File: src/sv/rac_pkg.sv
// rac_pkg: shared types, constants and helpers for the range assign count block
// no dependencies
package rac_pkg;

  // storage word of the flag bitmap
  localparam int WORD_BITS  = 32;
  localparam int WORD_SHIFT = 5;

  // fixed field widths
  localparam int FIELD_W    = 11;
  localparam int POP_W      = WORD_SHIFT + 1;

  // default size register value and default depth
  localparam int SIZE_RESET    = 1024;
  localparam int POSITIONS_DEF = 1024;

  typedef logic [WORD_BITS-1:0] word_t;

  typedef enum logic [1:0] {
    ACT_CLEAR   = 2'd0,
    ACT_FILL    = 2'd1,
    ACT_COUNT   = 2'd2,
    ACT_REBUILD = 2'd3
  } act_t;

  // control handed to the word unit for the word now coming out of memory
  typedef struct packed {
    act_t                  action;
    logic                  at_lo;
    logic                  at_hi;
    logic [WORD_SHIFT-1:0] lo_bit;
    logic [WORD_SHIFT-1:0] hi_bit;
  } word_ctl_t;

  // number of set bits in one word
  function automatic logic [POP_W-1:0] popcount(input word_t w);
    logic [POP_W-1:0] n;
    n = '0;
    for (int i = 0; i < WORD_BITS; i++) begin
      n = n + POP_W'(w[i]);
    end
    return n;
  endfunction

endpackage

File: src/sv/rac_ram.sv
// rac_ram: generic simple dual port ram, one write and one registered read port
// no dependencies
module rac_ram #(
  parameter int WIDTH = 32,
  parameter int DEPTH = 32
) (
  input  logic                                   clk,
  input  logic                                   we,
  input  logic [(DEPTH > 1 ? $clog2(DEPTH) : 1)-1:0] waddr,
  input  logic [WIDTH-1:0]                       wdata,
  input  logic [(DEPTH > 1 ? $clog2(DEPTH) : 1)-1:0] raddr,
  output logic [WIDTH-1:0]                       rdata
);

  logic [WIDTH-1:0] mem [DEPTH];

  // write port and registered read
  always_ff @(posedge clk) begin
    if (we) begin
      mem[waddr] <= wdata;
    end
    rdata <= mem[raddr];
  end

endmodule

File: src/sv/rac_word_unit.sv
// rac_word_unit: shared word unit, builds the range mask for one bitmap word,
// then clears, fills, counts or rebuilds it; depends on rac_pkg
module rac_word_unit
  import rac_pkg::*;
(
  input  word_ctl_t        ctl,
  input  word_t            rd_data,
  output word_t            wr_data,
  output logic [POP_W-1:0] pop
);

  word_t lo_mask;
  word_t hi_mask;
  word_t mask;

  // mask of bits inside the range on this word
  always_comb begin
    lo_mask = ctl.at_lo ? ({WORD_BITS{1'b1}} << ctl.lo_bit) : {WORD_BITS{1'b1}};
    hi_mask = ctl.at_hi ?
              ({WORD_BITS{1'b1}} >> (WORD_SHIFT'(WORD_BITS - 1) - ctl.hi_bit)) :
              {WORD_BITS{1'b1}};
    mask    = lo_mask & hi_mask;
  end

  // modify or count
  always_comb begin
    case (ctl.action)
      ACT_CLEAR:   wr_data = rd_data & ~mask;
      ACT_FILL:    wr_data = rd_data | mask;
      ACT_REBUILD: wr_data = {WORD_BITS{1'b1}};
      default:     wr_data = rd_data;
    endcase
    pop = popcount(rd_data & mask);
  end

endmodule

File: src/sv/range_assign_count_tree.sv
// range_assign_count_tree: one flag per position, range clear, fill, count and rebuild
// depends on rac_pkg, rac_ram, rac_word_unit
//
// Usage:
//   Input channel (in_valid/in_ready) carries action, range_low, range_high.
//   Output channel (out_valid/out_ready) carries set_count, one result per item;
//   set_count is zero for clear, fill and rebuild.
//   cfg_write/cfg_data load size_in_use, used at the next rebuild; write only idle.
// Timing:
//   Flags are kept 32 to a memory word. A sequencer streams the words of the
//   range through one memory read port, one word per cycle, into the shared
//   word unit, which writes back or adds to the count.
//   The input transfer moves the sequencer from idle to run, which reads the
//   words of the range; a drain state lets the last word pass the unit, and
//   done loads the result into the output register. An empty range goes
//   straight from idle to done. Rebuild sweeps every word.
//   One item at a time: in_ready is high only while idle, which begins in the
//   cycle after the result is loaded.
// Reset:
//   Synchronous rst starts a sweep that sets every flag once rst falls, during
//   which no item is accepted; size_in_use resets to 1024.
// Stall:
//   A finished result waits in the output register; the block may take the next
//   item meanwhile, but holds that item's result until the register is free.
module range_assign_count_tree
  import rac_pkg::*;
#(
  parameter int POSITIONS = POSITIONS_DEF
) (
  input  logic               clk,
  input  logic               rst,
  input  logic               in_valid,
  output logic               in_ready,
  input  logic [1:0]         action,
  input  logic [FIELD_W-1:0] range_low,
  input  logic [FIELD_W-1:0] range_high,
  output logic               out_valid,
  input  logic               out_ready,
  output logic [FIELD_W-1:0] set_count,
  input  logic               cfg_write,
  input  logic [FIELD_W-1:0] cfg_data
);

  localparam int WORDS     = (POSITIONS + WORD_BITS - 1) / WORD_BITS;
  localparam int AW        = (WORDS > 1) ? $clog2(WORDS) : 1;
  localparam int EW        = AW + WORD_SHIFT;
  localparam int PW        = $clog2(POSITIONS + 1);
  localparam int XW        = ((PW > FIELD_W) ? PW : FIELD_W) + 1;
  localparam int ACW       = (PW > POP_W) ? PW : POP_W;
  localparam int INIT_SIZE = (SIZE_RESET > POSITIONS) ? POSITIONS : SIZE_RESET;

  typedef enum logic [3:0] {
    ST_IDLE  = 4'b0001,
    ST_RUN   = 4'b0010,
    ST_DRAIN = 4'b0100,
    ST_DONE  = 4'b1000
  } state_t;

  state_t                state;
  act_t                  act;
  logic                  booting;
  logic [FIELD_W-1:0]    size_reg;
  logic [PW-1:0]         built_size;
  logic [AW-1:0]         rd_addr;
  logic [AW-1:0]         p_addr;
  logic                  p_valid;
  logic [AW-1:0]         lo_w;
  logic [AW-1:0]         hi_w;
  logic [WORD_SHIFT-1:0] lo_b;
  logic [WORD_SHIFT-1:0] hi_b;
  logic [ACW-1:0]        acc;
  logic [ACW-1:0]        result;
  logic                  result_load;

  // request decode
  logic [XW-1:0]         ql, qr, sz, lo_eff, hi_eff, size_x, size_clamp;
  logic                  empty;
  logic [EW-1:0]         lo_idx, hi_idx;

  always_comb begin
    ql         = XW'(range_low);
    qr         = XW'(range_high);
    sz         = XW'(built_size);
    lo_eff     = (ql == '0) ? XW'(1) : ql;
    hi_eff     = (qr < sz) ? qr : sz;
    empty      = (ql > qr) || (lo_eff > hi_eff);
    lo_idx     = EW'(lo_eff - XW'(1));
    hi_idx     = EW'(hi_eff - XW'(1));
    size_x     = XW'(size_reg);
    size_clamp = (size_x == '0) ? XW'(1) :
                 ((size_x > XW'(POSITIONS)) ? XW'(POSITIONS) : size_x);
  end

  // bitmap memory and shared word unit
  word_t     rd_data;
  word_t     wr_data;
  word_ctl_t ctl;
  logic [POP_W-1:0] pop;
  logic      wr_en;

  always_comb begin
    ctl.action = act;
    ctl.at_lo  = (p_addr == lo_w);
    ctl.at_hi  = (p_addr == hi_w);
    ctl.lo_bit = lo_b;
    ctl.hi_bit = hi_b;
    wr_en      = p_valid && (act != ACT_COUNT);
  end

  rac_ram #(
    .WIDTH (WORD_BITS),
    .DEPTH (WORDS)
  ) u_ram (
    .clk   (clk),
    .we    (wr_en),
    .waddr (p_addr),
    .wdata (wr_data),
    .raddr (rd_addr),
    .rdata (rd_data)
  );

  rac_word_unit u_word (
    .ctl     (ctl),
    .rd_data (rd_data),
    .wr_data (wr_data),
    .pop     (pop)
  );

  // result goes to the output register this cycle
  assign result_load = (state == ST_DONE) && !booting && (!out_valid || out_ready);

  // sequencer
  always_ff @(posedge clk) begin
    if (rst) begin
      state      <= ST_RUN;
      act        <= ACT_REBUILD;
      booting    <= 1'b1;
      size_reg   <= FIELD_W'(SIZE_RESET);
      built_size <= PW'(INIT_SIZE);
      rd_addr    <= '0;
      p_addr     <= '0;
      p_valid    <= 1'b0;
      lo_w       <= '0;
      hi_w       <= AW'(WORDS - 1);
      lo_b       <= '0;
      hi_b       <= '0;
      acc        <= '0;
      result     <= '0;
      out_valid  <= 1'b0;
    end else begin
      if (cfg_write) begin
        size_reg <= cfg_data;
      end
      if (result_load) begin
        out_valid <= 1'b1;
      end else if (out_valid && out_ready) begin
        out_valid <= 1'b0;
      end
      // word read last cycle reaches the unit this cycle
      p_valid <= (state == ST_RUN);
      p_addr  <= rd_addr;
      if (p_valid && act == ACT_COUNT) begin
        acc <= acc + ACW'(pop);
      end
      case (state)
        ST_IDLE: begin
          if (in_valid) begin
            act <= act_t'(action);
            acc <= '0;
            if (act_t'(action) == ACT_REBUILD) begin
              built_size <= PW'(size_clamp);
              lo_w       <= '0;
              hi_w       <= AW'(WORDS - 1);
              rd_addr    <= '0;
              state      <= ST_RUN;
            end else if (empty) begin
              state <= ST_DONE;
            end else begin
              lo_w    <= lo_idx[EW-1:WORD_SHIFT];
              hi_w    <= hi_idx[EW-1:WORD_SHIFT];
              lo_b    <= lo_idx[WORD_SHIFT-1:0];
              hi_b    <= hi_idx[WORD_SHIFT-1:0];
              rd_addr <= lo_idx[EW-1:WORD_SHIFT];
              state   <= ST_RUN;
            end
          end
        end
        ST_RUN: begin
          if (rd_addr == hi_w) begin
            state <= ST_DRAIN;
          end else begin
            rd_addr <= rd_addr + AW'(1);
          end
        end
        ST_DRAIN: begin
          state <= ST_DONE;
        end
        ST_DONE: begin
          if (booting) begin
            booting <= 1'b0;
            state   <= ST_IDLE;
          end else if (result_load) begin
            result <= acc;
            state  <= ST_IDLE;
          end
        end
        default: begin
          state <= ST_IDLE;
        end
      endcase
    end
  end

  assign in_ready  = (state == ST_IDLE);
  assign set_count = FIELD_W'(result);

`ifndef SYNTHESIS
  // no word in flight once idle
  assert property (@(posedge clk) disable iff (rst)
    (state == ST_IDLE) |-> !p_valid)
    else $error("word still in flight while idle");

  // the read address never passes the last word of the range
  assert property (@(posedge clk) disable iff (rst)
    (state == ST_RUN) |-> (rd_addr <= hi_w))
    else $error("read address beyond range");

  // a count never exceeds the number of positions
  assert property (@(posedge clk) disable iff (rst)
    out_valid |-> (result <= ACW'(POSITIONS)))
    else $error("count above positions");

  // memory is written only by a word that is in flight, never for a count
  assert property (@(posedge clk) disable iff (rst)
    wr_en |-> (p_valid && act != ACT_COUNT && $past(state) == ST_RUN ||
               p_valid && act != ACT_COUNT && $past(state) == ST_DRAIN))
    else $error("write outside a word transfer");
`endif

endmodule

File: config.mk
export PLATFORM = sky130hd
export DESIGN_NAME = range_assign_count_tree
export DESIGN_NICKNAME = d
export VERILOG_FILES = /design/src/sv/rac_pkg.sv /design/src/sv/rac_ram.sv /design/src/sv/rac_word_unit.sv /design/src/sv/range_assign_count_tree.sv
export SDC_FILE = /design/constraint.sdc
export NUM_CORES = 2
export LEC_CHECK = 0
export CORE_MARGIN = 5
export CORE_UTILIZATION = 30
export CTS_CLUSTER_SIZE = 16
export DETAILED_ROUTE_END_ITERATION = 16
export DONT_BUFFER_PORTS = 1
export SYNTH_ARGS = -nofsm -noshare
export SYNTH_HDL_FRONTEND = slang
export SYNTH_SLANG_ARGS = --single-unit
export TNS_END_PERCENT = 30
File: constraint.sdc
create_clock -name clk -period 10.7 [get_ports clk]
set_input_delay 1.07 -clock clk [delete_from_list [all_inputs] [get_ports clk]]
set_output_delay 1.07 -clock clk [all_outputs]
set_load 0.01 [all_outputs]
# --- After elaboration in Yosys (flattened, before gate mapping) ---
# Memories as Yosys holds them, arrays and structs flattened. A register that Yosys moved wholly into a read port is not among the register bits.
# Cells that the tools add are included.
word_totals:
  ff_bits: 83
  in_bits: 40
  ramBits: 1024
  output_inout_bits: 13
  memories: 1
  elab_cells: 133
classes:
  n_bitwise: 8
  n_reduce_logical: 21
  n_lt_le_gt_ge: 4
  add_sub_neg: 36
  n_eq_ne: 18
  muxes: 28
  n_shift: 2
memory_table:
  columns: ["name", "words", "width", "read_ports", "rd_ports_with_merged_regs", "write_ports", "line", "source"]
  rows:
  - ["u_ram.mem", 32, 32, 1, 1, 1, "rac_ram.sv:15", "logic [WIDTH-1:0] mem [DEPTH];"]
ops:
  columns: ["cell", "n"]
  rows:
  - ["$add 6x1->6", 30]
  - ["$and 32x32->32", 3]
  - ["$pmux 32 s3", 1]
  - ["$mux 11", 7]
  - ["$mux 32", 2]
  - ["$not 32->32", 1]
  - ["$or 32x32->32", 1]
  - ["$shl 32x5->32 const A", 1]
  - ["$shr 32x5->32 const A", 1]
  - ["$mux 5", 6]
  - ["$mux 4", 6]
  - ["$gt 11x11->1", 2]
  - ["$logic_not 11->1", 2]
  - ["$sub 10x1->10 const B", 2]
  - ["$pmux 4 s4", 1]
  - ["$eq 5x5->1", 3]
  - ["$reduce_and 3->1", 4]
  - ["$add 11x6->11", 1]
  - ["$gt 11x11->1 const B", 1]
  - ["$lt 11x11->1", 1]
  - ["$pmux 5 s2", 1]
  - ["$reduce_and 4->1", 2]
  - ["$eq 2x2->1 const B", 3]
  - ["$ne 2x2->1 const B", 3]
  - ["other kinds (19)", 32]

# --- Depth between registers and ports, before layout ---
logic_depth:
  word_depth: 40
  mapped_depth: 31
  depth_no_buf: 30

# --- Modules after synthesis ---
# Synthesis repeated with hierarchy kept, for this count alone.
unflattened:
  hier_cells: 3179
  hier_area_um2: 47864.7
modules_own_cells:
  columns: ["module", "instances", "area_each_um2", "cells_each", "seq_area_each_um2"]
  rows:
  - ["rac_ram", 1, 40492.6, 2260, 31390.1]
  - ["range_assign_count_tree", 1, 5119.9, 609, 1661.6]
  - ["rac_word_unit", 1, 2252.2, 310, 0.0]

# --- Worst setup path before layout ---
# No wires, ideal clock.
synth_timing:
  kind: "reg2reg"
  startpoint: "register p_addr[3]"
  endpoint: "register acc[10]"
  stages_incl_launch_ff: 29
  synth_period_minus_slack_ps: 6997
  setup_slack_ps: 3703
  setup_time_ps: 128
  required_ps: 10572
  arrival_time_ps: 6869
  path_buffers: 1
  path_cell_list: "dfxtp_1 -> clkbuf_1 -> xor2_1 -> nor3_1 -> nand3_1 -> nor2_1 -> a31oi_1 -> and2_1 -> ha_1 -> inv_1 -> fa_1 -> fa_1 -> fa_1 -> fa_1 -> fa_1 -> inv_1 -> fa_1 -> fa_1 -> inv_1 -> fa_1 -> inv_1 -> fa_1 -> a21o_1 -> a21oi_1 -> o21bai_1 -> a21oi_1 -> nor3b_1 -> xnor2_1 -> nor2_1"
synth_between:
  elab_chain_len: 39
  elab_cells_between_ends: 41
  classes_between: "add/sub (32); eq/ne (2); mux (5); bitwise (2)"
synth_lines:
  columns: ["item", "line", "source"]
  rows:
  - ["start, declared", "range_assign_count_tree.sv:65", "logic [AW-1:0] p_addr;"]
  - ["start signal, assigned", "range_assign_count_tree.sv:161", "p_addr <= rd_addr;"]
  - ["$eq 5x5->1, on equally long branches", "range_assign_count_tree.sv:103, range_assign_count_tree.sv:104", null]
  - ["$mux 32, on equally long branches", "rac_word_unit.sv:18, rac_word_unit.sv:19", null]
  - ["$and 32x32->32 *", "rac_word_unit.sv:22", "mask = lo_mask & hi_mask;"]
  - ["$and 32x32->32 *", "rac_word_unit.sv:33", "pop = popcount(rd_data & mask);"]
  - ["$add 1x1->2", "rac_pkg.sv:40", "n = n + POP_W'(w[i]);"]
  - ["$add 6x1->6 (29 in series)", "rac_pkg.sv:40", null]
  - ["$add 6x1->6 *", "rac_pkg.sv:40", null]
  - ["$add 11x6->11 *", "range_assign_count_tree.sv:163", "acc <= acc + ACW'(pop);"]
  - ["$mux 11 *", "range_assign_count_tree.sv:162", "if (p_valid && act == ACT_COUNT) begin"]
  - ["$mux 11", "range_assign_count_tree.sv:167", "if (in_valid) begin"]
  - ["$mux 11 *", "range_assign_count_tree.sv:165", "case (state)"]
  - ["end signal, assigned", "range_assign_count_tree.sv:163", null]
  - ["end, declared", "range_assign_count_tree.sv:71", "logic [ACW-1:0] acc;"]
# Mark *: on every way between the ends. The rest lies on a longest branch, timed or not.
# A chain may end at the register's enable or synchronous reset.

# --- Worst setup path in the final report ---
# Same ends and word-level chain as after synthesis.

==> results_dict.tcl <==
set metrics [dict create \
    outcome "finished, final reports clean" \
    drt_first_pass_iters 7 \
    clock_latency_ps 700 \
    required_ps 11280 \
    largest_reg_flops 1024 \
    p_leak_nw 15.60 \
    drive_gt1_frac 0.2538 \
    via_per_inst 5.128 \
    r2r_end "acc[10]$_SDFF_PP0_" \
    grt_use_total 0.1444 \
    dp_hpwl_mm 65.07 \
    htree_levels 3 \
    period_minus_slack_ps 8464 \
    rows 145 \
    vias 23950 \
    tightest_slew_ps 1367 \
    clk_pin_slew_ps 70 \
    path_class "register to register" \
    reg2reg_slack_ps 2240 \
    core_mm2 0.1558 \
    clk_path_buf_depth 3 \
    finClkSkew_ps 36.66 \
    netlist_instances 2488 \
    cts_tree "yes" \
    yosys_warnings 0 \
    syn_nets 2602 \
    cts_resized 0 \
    min_period_over_period 0.7911 \
    initial_core_util 0.3007 \
    avgRoutedWirePerCell_um 25.68 \
    slew_violations 0 \
    wl_mm 119.9 \
    max_cap_violations 0 \
    regMostFlops "u_ram.mem" \
    synth_edf_count 1024 \
    holdPathStages 1 \
    final_nets 2630 \
    r2r_start "p_addr[3]$_SDFF_PP0_" \
    fill_cells 14410 \
    setup_viol 0 \
    rr_worst_depth 27 \
    rsz0062_at_grt "false" \
    peakVddDrop_mv 1.213 \
    ys_seq_area_frac 0.7054 \
    critPathMaxFanout 21 \
    clock-sinks 1139 \
    critPathLaunch "p_addr[3]$_SDFF_PP0_" \
    worst_ep_arrival_time_ps 9040 \
    drc 0 \
    finalHoldWorstSlack_ps 444.1 \
    fin_setup_tns_ps 0 \
    hold_viol 0 \
    place_congestion 0.8711 \
    ys_async_sr_fraction 0 \
    ys_ff_latch 1139 \
    top_regs "u_ram.mem x1024, u_ram.rdata x32" \
    die-width_um 405.2 \
    critPathLaunchType "register" \
    postRouteAntennaNets 0 \
    port_buffers 0 \
    synth_cell_type_count 72 \
    final_cell_mix "1024 x edfxtp_1, 320 x mux4_2, 129 x nor2_1" \
    dr.first_iter.drc_count 2417 \
    cp-end-kind "register" \
    die_area_mm2 0.1642 \
    holdPathEnd "size_reg[9]$_SDFFE_PP0P_" \
    die_h_um 405.2 \
    relSlewSlack 0.08873 \
    p_per_area_mw_per_mm2 283.4 \
    grt_first_pass_wirelength_mm 173.2 \
    place_inst 4458 \
    area_growth_pct 13.87 \
    syn-cell-area_mm2 0.04685 \
    post_cts_buffers 0 \
    synth_flop_cell "edfxtp_1" \
    final_common_cell "edfxtp_1" \
    root_buffer "clkbuf_16" \
    antenna_found_initial 3 \
    grt_max_degree 150 \
    hold_start "rst" \
    postCtsHoldBufs 0 \
    final_cells 4671 \
    cts_buffers 114 \
    grt_remaining_overflow 0 \
    fmax_ghz 0.1181 \
    grt_pass1_vias 23900 \
    avgSynthCellArea_um2 18.83 \
    io_pins 53 \
    hold_path.class "primary input to register" \
]
==> power breakdown <==
group / switching [mW] / internal (mW)
Combinational: 3.06 / 2.92
Clock: 1.68 / 2.32
Sequential: 0.232 / 4.91
==> area by class of cell <==
class	instances	area (µm²)	area share
Tap cell	2058	2575	0.04826
Timing Repair Buffer	50	400.4	0.007504
Clock inverter	61	639.4	0.01198
Antenna cell	1	2.502	0.00004690
Multi-Input combinational cell	1134	13250	0.2483
Sequential cell	1139	33070	0.6198
Inverter	77	289.0	0.005417
Clock buffer	151	3133	0.05872
==> cell usage after synthesis, drive strengths merged (8+ instances only) <==
cell type | count | area [µm²]
a31oi | 10 | 68.81
xor2 | 12 | 105.1
mux2 | 33 | 371.6
dfxtp | 115 | 2302
a21o | 14 | 105.1
nor3 | 23 | 120.1
o21a | 9 | 67.56
and2 | 14 | 87.58
mux2i | 56 | 560.5
nor3b | 8 | 60.06
nand3 | 16 | 80.08
nand4 | 15 | 93.84
edfxtp | 1024 | 30750
fa | 25 | 500.5
ha | 49 | 613.1
nor4 | 10 | 62.56
inv | 76 | 285.3
nor2 | 161 | 604.3
buf | 49 | 290.3
mux4 | 320 | 7207
nor2b | 14 | 87.58
xnor2 | 29 | 254.0
clkbuf | 89 | 334.1
nand2 | 55 | 206.5
o21ai | 38 | 190.2
o22ai | 11 | 68.82
or3 | 11 | 68.82
a21oi | 110 | 554.3
==> kinds of logic after synthesis <==
kind of cell / after synthesis / synth area share
flip-flops: 1139 / 0.7054
multiplexers: 409 / 0.1737
AND/OR/NAND/NOR: 361 / 0.03688
AO/OA/AOI/OAI: 249 / 0.03309
buffers and inverters: 215 / 0.01949
adder cells (fa/ha/maj): 74 / 0.02377
XOR/XNOR: 41 / 0.007664
==> per-stage QoR <==
| step | setup WS [ps] | instance area [µm²] | util | power, mW |
|---|---|---|---|---|
| after floorplan | 3703 | 46850 | - | 9.969 |
| after global placement | 2459 | 49570 | 0.3181 | 11.19 |
| after detailed placement | 2416 | 49570 | 0.3181 | 11.21 |
| after CTS | 2374 | 53340 | 0.3423 | 15.26 |
| after global routing | 1711 | 53350 | 0.3423 | 16.09 |
| final | 2236 | 53350 | 0.3424 | 15.12 |
==> how the worst max path moves through the flow <==
stage | end | slack [ps] | depth (start not counted)
after floorplan | acc[10]$_SDFF_PP0_ | 3700 | 28
after global placement | acc[10]$_SDFF_PP0_ | 2460 | 27
after detailed placement | acc[10]$_SDFF_PP0_ | 2420 | 27
after CTS | acc[10]$_SDFF_PP0_ | 2370 | 27
after global routing | acc[10]$_SDFF_PP0_ | 1710 | 27
final | acc[10]$_SDFF_PP0_ | 2240 | 27
==> worst max-delay path: stages, from the launching register on <==
cell	delay [ps]
dfxtp_1	520
xor2_1	120
nor3_1	310
nand3_1	650
nor2_1	640
a31oi_1	220
and2_1	220
ha_1	280
inv_1	70
fa_1	420
fa_1	520
fa_1	440
fa_1	490
fa_1	500
inv_1	50
fa_1	490
fa_1	190
inv_1	60
fa_1	530
inv_1	70
fa_1	400
a21o_1	170
a21oi_1	230
o21bai_1	90
a21oi_1	320
nor3b_1	110
xnor2_1	150
nor2_1	50
==> layer usage <==
layer	wire length (µm)	GRT usage	up-vias
met4	3427	0.04474	0
met2	55880	0.2289	933
met3	8688	0.02240	168
li1	-	-	10100
met5	0	0	-
met1	51940	0.2055	12750
Power figures use the tool's default switching activity.
